**src/rtl/core/chs_pkg.sv**
```systemverilog
`timescale 1ns / 1ps

package chs_pkg;

    // Field widths of the request, response and configuration
    localparam int MODE_W    = 2;
    localparam int VALUE_W   = 32;
    localparam int COUNT_W   = 11;
    localparam int CFG_W     = 9;

    // Default sizes and reset values
    localparam int MAX_BUCKETS_DEF = 256;
    localparam int NODE_COUNT_DEF  = 1024;
    localparam logic [CFG_W-1:0] BUCKET_CNT_RST = 9'd16;

    // Dividend bits consumed per cycle by the modulo unit
    localparam int DIV_BITS = 4;

    // Operation codes; code three behaves as a query
    localparam logic [MODE_W-1:0] MODE_ADD    = 2'd0;
    localparam logic [MODE_W-1:0] MODE_REMOVE = 2'd1;
    localparam logic [MODE_W-1:0] MODE_QUERY  = 2'd2;

    // Status codes
    localparam logic STATUS_OK   = 1'b0;
    localparam logic STATUS_FULL = 1'b1;

    typedef struct packed {
        logic [MODE_W-1:0]         mode;
        logic signed [VALUE_W-1:0] value;
    } t_req;

    typedef struct packed {
        logic               was_present;
        logic               changed;
        logic               status;
        logic [COUNT_W-1:0] member_count;
    } t_rsp;

    typedef enum logic [2:0] {
        S_IDLE,
        S_HASH,
        S_HEAD,
        S_NODE,
        S_DECIDE,
        S_ALLOC,
        S_FREE,
        S_RESP
    } t_state;

endpackage

```
**src/rtl/core/chs_mod.sv**
```systemverilog
`timescale 1ns / 1ps

// Unsigned 32-bit modulo by a small divisor, DIV_BITS quotient bits per cycle
module chs_mod #(
    parameter int MW = 9
) (
    input  logic                         i_clk,
    input  logic                         i_rst_n,
    input  logic                         i_start,
    input  logic [chs_pkg::VALUE_W-1:0]  i_dividend,
    input  logic [MW-1:0]                i_divisor,
    output logic                         o_done,
    output logic [MW-1:0]                o_rem
);

    localparam int STEPS = chs_pkg::VALUE_W / chs_pkg::DIV_BITS;
    localparam int CW    = (STEPS > 1) ? $clog2(STEPS) : 1;

    logic                         r_busy;
    logic                         r_done;
    logic [CW-1:0]                r_cnt;
    logic [chs_pkg::VALUE_W-1:0]  r_q;
    logic [MW-1:0]                r_rem;
    logic [MW-1:0]                r_div;
    logic [chs_pkg::VALUE_W-1:0]  n_q;
    logic [MW-1:0]                n_rem;

    // Restoring remainder steps, MSB first
    always_comb begin
        logic [MW:0] t;
        n_q   = r_q;
        n_rem = r_rem;
        t     = '0;
        for (int k = 0; k < chs_pkg::DIV_BITS; k++) begin
            t   = {n_rem, n_q[chs_pkg::VALUE_W-1]};
            n_q = n_q << 1;
            if (t >= {1'b0, r_div}) begin
                t = t - {1'b0, r_div};
            end
            n_rem = t[MW-1:0];
        end
    end

    // Control
    always_ff @(posedge i_clk) begin
        if (!i_rst_n) begin
            r_busy <= 1'b0;
            r_done <= 1'b0;
            r_cnt  <= '0;
        end else begin
            r_done <= 1'b0;
            if (i_start) begin
                r_busy <= 1'b1;
                r_cnt  <= '0;
            end else if (r_busy) begin
                r_cnt <= r_cnt + 1'b1;
                if (r_cnt == CW'(STEPS - 1)) begin
                    r_busy <= 1'b0;
                    r_done <= 1'b1;
                end
            end
        end
    end

    // Datapath
    always_ff @(posedge i_clk) begin
        if (i_start) begin
            r_q   <= i_dividend;
            r_rem <= '0;
            r_div <= i_divisor;
        end else if (r_busy) begin
            r_q   <= n_q;
            r_rem <= n_rem;
        end
    end

    assign o_done = r_done;
    assign o_rem  = r_rem;

endmodule

```
**config.mk**
```make
export PLATFORM = sky130hd
export DESIGN_NAME = chs_mod
export DESIGN_NICKNAME = d
export VERILOG_FILES = /design/src/rtl/core/chs_pkg.sv /design/src/rtl/core/chs_mod.sv
export SDC_FILE = /design/constraint.sdc
export NUM_CORES = 1
export LEC_CHECK = 0
export ABC_CLOCK_PERIOD_IN_PS = 9000
export BUFFER_PORTS_ARGS = -buffer_cell sky130_fd_sc_hd__buf_2
export CAP_MARGIN = 40
export CORE_MARGIN = 1
export CORE_UTILIZATION = 53
export CTS_CLUSTER_DIAMETER = 40
export CTS_CLUSTER_SIZE = 16
export DETAILED_ROUTE_END_ITERATION = 10
export PLACE_DENSITY = 0.75
export SETUP_SLACK_MARGIN = 0.3
export SYNTH_ARGS = -nofsm -noshare
export SYNTH_HDL_FRONTEND = slang
export SYNTH_SLANG_ARGS = --single-unit
export TNS_END_PERCENT = 1
```
**constraint.sdc**
```tcl
create_clock -name i_clk -period 9 [get_ports i_clk]
set_input_delay 1.35 -clock i_clk [delete_from_list [all_inputs] [get_ports i_clk]]
set_output_delay 1.35 -clock i_clk [all_outputs]
set_load 0.01 [all_outputs]
```
### Word-level counts from Yosys, hierarchy flattened

Cells that the tools add are included.

* bitwise operators: 2
* multiplexer cells: 10
* eq/ne operators: 1
* add/sub/neg operators: 5
* shift operators: 0
* divide/modulo/power cells: 0
* reduce and logical (&&, ||, !) cells: 3
* $mul: 0
* $lt $le $gt $ge: 4

Operators by type and width (count)
* 32-bit 2-to-1 mux: 2
* 10-bit by 9-bit greater-or-equal comparator with 1-bit output: 4
* 9-bit 2-to-1 mux: 4
* 9-bit subtractor: 4
* 1-bit 2-to-1 mux: 4
* 3-bit by 1-bit adder with 3-bit output (second input constant): 1
* 3-bit equality test (second input constant): 1
* 3-bit OR reduction: 1
* 1-bit inverter: 2
* 2-bit nonzero test: 1
* 2-bit OR reduction: 1

* memory bits (writable): 0
* bits in latches: 0
* memories: 0
* output and inout bits: 10
* logic and storage cells: 31
* input bits: 44
* ROM bits: 0
* register bits: 55

### Logic depth before layout (Yosys ltp)

* depth after elaboration: 8
* mapped depth: 37
* mapped depth without buffers: 35

### Least setup slack after synthesis

Ideal clock, no wire load.

* path type: register to register
* from: reg r_q[31] (netlist name)
* to: reg r_rem[0], in the netlist o_rem[0]
* required time: 8921 ps
* stages on the path, launching flop included: 36
* library setup time: 79 ps
* buffers on the path: 2
* data arrival time: 8406 ps
* path slack: 515 ps
* clock period less this slack: 8485 ps
* cells stage by stage: edfxtp_1 -> inv_1 -> ha_1 -> inv_1 -> fa_1 -> a211oi_1 -> o21ai_1 -> a31oi_2 -> clkbuf_1 -> nor2_1 -> a21oi_1 -> fa_1 -> nand2b_1 -> a21oi_1 -> a41o_1 -> a311oi_1 -> and2_1 -> clkbuf_1 -> mux2i_1 -> ha_1 -> a21o_1 -> a21oi_1 -> o21ai_0 -> o31a_1 -> a211oi_4 -> mux2i_1 -> fa_1 -> a21o_1 -> a21oi_1 -> o22ai_1 -> o31ai_1 -> nand2b_1 -> a211oi_1 -> mux2i_4 -> mux2_4 -> a211oi_2

* longest elaborated chain between the ends: 8
* elaborated cells between the ends (all ways): 11
* those cells by class: 3 x add/sub; 4 x order compare; 4 x mux

RTL lines
* from (decl): line chs_mod.sv:22 `logic [chs_pkg::VALUE_W-1:0] r_q;`
* from (signal assigned): line chs_mod.sv:68 `r_q <= i_dividend;`
* from (signal assigned): line chs_mod.sv:72 `r_q <= n_q;`
* 9-bit subtractor or 10-bit by 9-bit greater-or-equal comparator with 1-bit output (tied branches): line chs_mod.sv:38, chs_mod.sv:37
* 9-bit 2-to-1 mux *: line chs_mod.sv:37 `if (t >= {1'b0, r_div}) begin`
* 9-bit subtractor or 10-bit by 9-bit greater-or-equal comparator with 1-bit output (tied branches): line chs_mod.sv:38, chs_mod.sv:37
* 9-bit 2-to-1 mux *: line chs_mod.sv:37
* 9-bit subtractor or 10-bit by 9-bit greater-or-equal comparator with 1-bit output (tied branches): line chs_mod.sv:38, chs_mod.sv:37
* 9-bit 2-to-1 mux *: line chs_mod.sv:37
* 10-bit by 9-bit greater-or-equal comparator with 1-bit output *: line chs_mod.sv:37
* 9-bit 2-to-1 mux *: line chs_mod.sv:37
* to (signal assigned): line chs_mod.sv:73 `r_rem <= n_rem;`
* to (decl): line chs_mod.sv:23 `logic [MW-1:0] r_rem;`

Mark *: on every way between the ends. The rest lies on a longest branch, timed or not.
A chain may end at the register's enable or synchronous reset.

### Final worst setup path

Same ends and word-level chain as after synthesis.

==> run summary <==
GP Congestion: 0.940
largest net degree at the start of global routing: 56
arrival time of the worst setup path: 8470 ps
hold endpoint: r_cnt[1]$_SDFFE_PP0P_
Worst Setup End Kind: flop
final hold violations: 0
fin. max-slew vios: 0
Mapped Area: 0.00404 mm2
die height: 89.3 um
Synth Net Count: 465
first-pass detailed-route iteration total: 4
Worst-path clk slew: 100 ps
initial DRC count: 191
Slew @ Worst Pin: 827 ps
overall routing resource usage: 0.245
clock tree buffer depth: 2
Synth cell types: 51
core area: 0.00729 mm2
CTS Buf Count: 5
Post-synth EDFFs: 41
Starting Density: 0.554
mean post-synth cell area: 10.7 um2
Slowest-stage cell, CP: fa_1
RSZ-0062 raised after global routing: false
commonest non-fill, non-tap cells in the layout: buf_2 (53), edfxtp_1 (41), ha_1 (38), mux2_2 (36), nor2_1 (26)
synth warn: 0
Std-Cell Rows: 31
Synth Instances: 379
Final Setup Violations: 0
initial antenna violation count: 0
flops & latches, synth: 55
chip width: 89.3 um
fraction of registers with async set/reset: 0
beginning of the worst hold path: r_cnt[1]$_SDFFE_PP0P_
number of remaining DRC errors: 0
post-synthesis sequential area ratio: 0.374
Layout area overhead: 14.6%
vias per inst: 5.69
r2r endpoint: o_rem[0]$_SDFFE_PP0P_
Hold Path Depth: 2
ANT cells: 0
io pins: 54
Crit Reg-Reg Startpoint: r_q[31]$_DFFE_PP_
IO Port Bufs: 53
vias in the first global route: 2910
hold buffer count at cts: 0
commonest non-fill, non-tap cell in the layout: buf_2
Fmax: 121 MHz
CP max FO: 13
R2R cell count: 35
H-tree levels: 2
Startpoint Class: flop
Fin Setup TNS: 0 ps
Final Cycle Share: 0.915
status: finished clean
Crit path top cell by count: ha_1
CP peak stage delay: 430 ps
vias: 3100
first-pass GRT wire length: 14.2 mm
clk_lat worst skew: 310 ps
max-cap viol count: 0
Fin Clk Skew: 3.01 ps
clock sink total: 55
FF-to-FF setup slack: 760 ps
GRT overflow: 0
Antenna Violating Nets Remaining: 0
HP Class: reg2reg
Clock Root Buffer: clkbuf_8
ys flop type: edfxtp_1
layout net count: 531
Required @ worst endpoint: 9240 ps
share of cells above drive strength 1: 0.294
slew margin rel.: 0.448
Period minus WS final: 8240 ps
WL final: 9.40 mm
Routed WL per cell: 17.3 um
CTS tree: done
Detailed Place HPWL: 7.21 mm
WS Path Type: reg2reg
Die Area: 0.00798 mm2
==> synthesized netlist by cell type (5+ instances only) <==
cell type | instances | area share
edfxtp_1 | 41 | 0.30
ha_1 | 38 | 0.12
mux2_2 | 36 | 0.10
nor2_1 | 26 | 0.024
a21oi_1 | 24 | 0.030
inv_1 | 21 | 0.020
xnor2_1 | 16 | 0.035
dfxtp_1 | 14 | 0.069
nand2_1 | 14 | 0.013
o21ai_0 | 12 | 0.015
a211oi_1 | 11 | 0.020
mux2i_1 | 11 | 0.027
a21o_1 | 10 | 0.019
xor2_1 | 10 | 0.022
nand2b_1 | 7 | 0.011
nand4_1 | 7 | 0.011
and2_1 | 6 | 0.0093
clkbuf_1 | 6 | 0.0056
o21a_1 | 5 | 0.0093
o31ai_1 | 5 | 0.0093
==> critical path: cells and delay by family (launching register included) <==
family          cells  cell delay (ps)
buf+inv             5              740
fa+ha+maj           5             1480
simple gates        3              440
compound gates     17             3490
mux                 5             1590
flops               1              420
==> final cells by class <==
type                    count  area, um2
multi-input cells         292       2440
inverters                  22       82.6
fillers                   629       2660
clock inverters             2       16.3
repair buffers             69        385
flip-flops and latches     55       1510
well taps                  99        124
clock buffers               6       72.6
==> metal layers <==
layer / share of wire / GRT usage / vias up
met5: 0 / 0 / -
met4: 0.020 / 0.0808 / 0
met3: 0.065 / 0.0452 / 14
met2: 0.46 / 0.400 / 117
met1: 0.45 / 0.329 / 1413
li1: - / - / 1556
==> registers in the layout, summed over array words and instances (netlist names) <==
register and cells:
o_done 1, r_q 32, o_rem 9, r_busy 1
r_cnt 3, r_div 9
==> timing repair <==
item                                    in CTS  in global routing
setup buffers                                0                  2
endpoints found under the setup margin       0                  9
gates resized for setup                      0                  7
==> worst max-delay path by stage <==
stage	start	end	slack, ps	cells after the start
finish	r_q[31]$_DFFE_PP_	o_rem[0]$_SDFFE_PP0P_	760	35
global route	r_q[31]$_DFFE_PP_	o_rem[0]$_SDFFE_PP0P_	270	34
CTS	r_q[31]$_DFFE_PP_	o_rem[0]$_SDFFE_PP0P_	430	34
detailed placement	r_q[31]$_DFFE_PP_	o_rem[0]$_SDFFE_PP0P_	510	34
global placement	r_q[31]$_DFFE_PP_	o_rem[0]$_SDFFE_PP0P_	760	35
floorplan	r_q[31]$_DFFE_PP_	o_rem[0]$_SDFFE_PP0P_	510	35
==> through the flow <==
stage | utilization | instance area, um2 | hold WS [ps] | instances | setup slack (ps)
after global placement | 0.616 | 4490 | 483 | 535 | 757
after detailed placement | 0.616 | 4490 | 494 | 535 | 507
after CTS | 0.629 | 4580 | 518 | 543 | 435
after floorplan | - | 4040 | 465 | 379 | 515
final | 0.635 | 4630 | 514 | 545 | 762
after global routing | 0.635 | 4630 | 555 | 545 | 266
==> cell families after synthesis <==
family          count (synthesis)  synth area share
compound gates                 93             0.159
simple gates                   81             0.101
flops                          55             0.374
mux                            50             0.142
fa+ha+maj                      42             0.138
buf+inv                        32            0.0304
xor+xnor                       26            0.0564
Power is left out: the tool's default activity adds up to more than one toggle a clock period on the data nets, which glitch-free logic cannot reach.
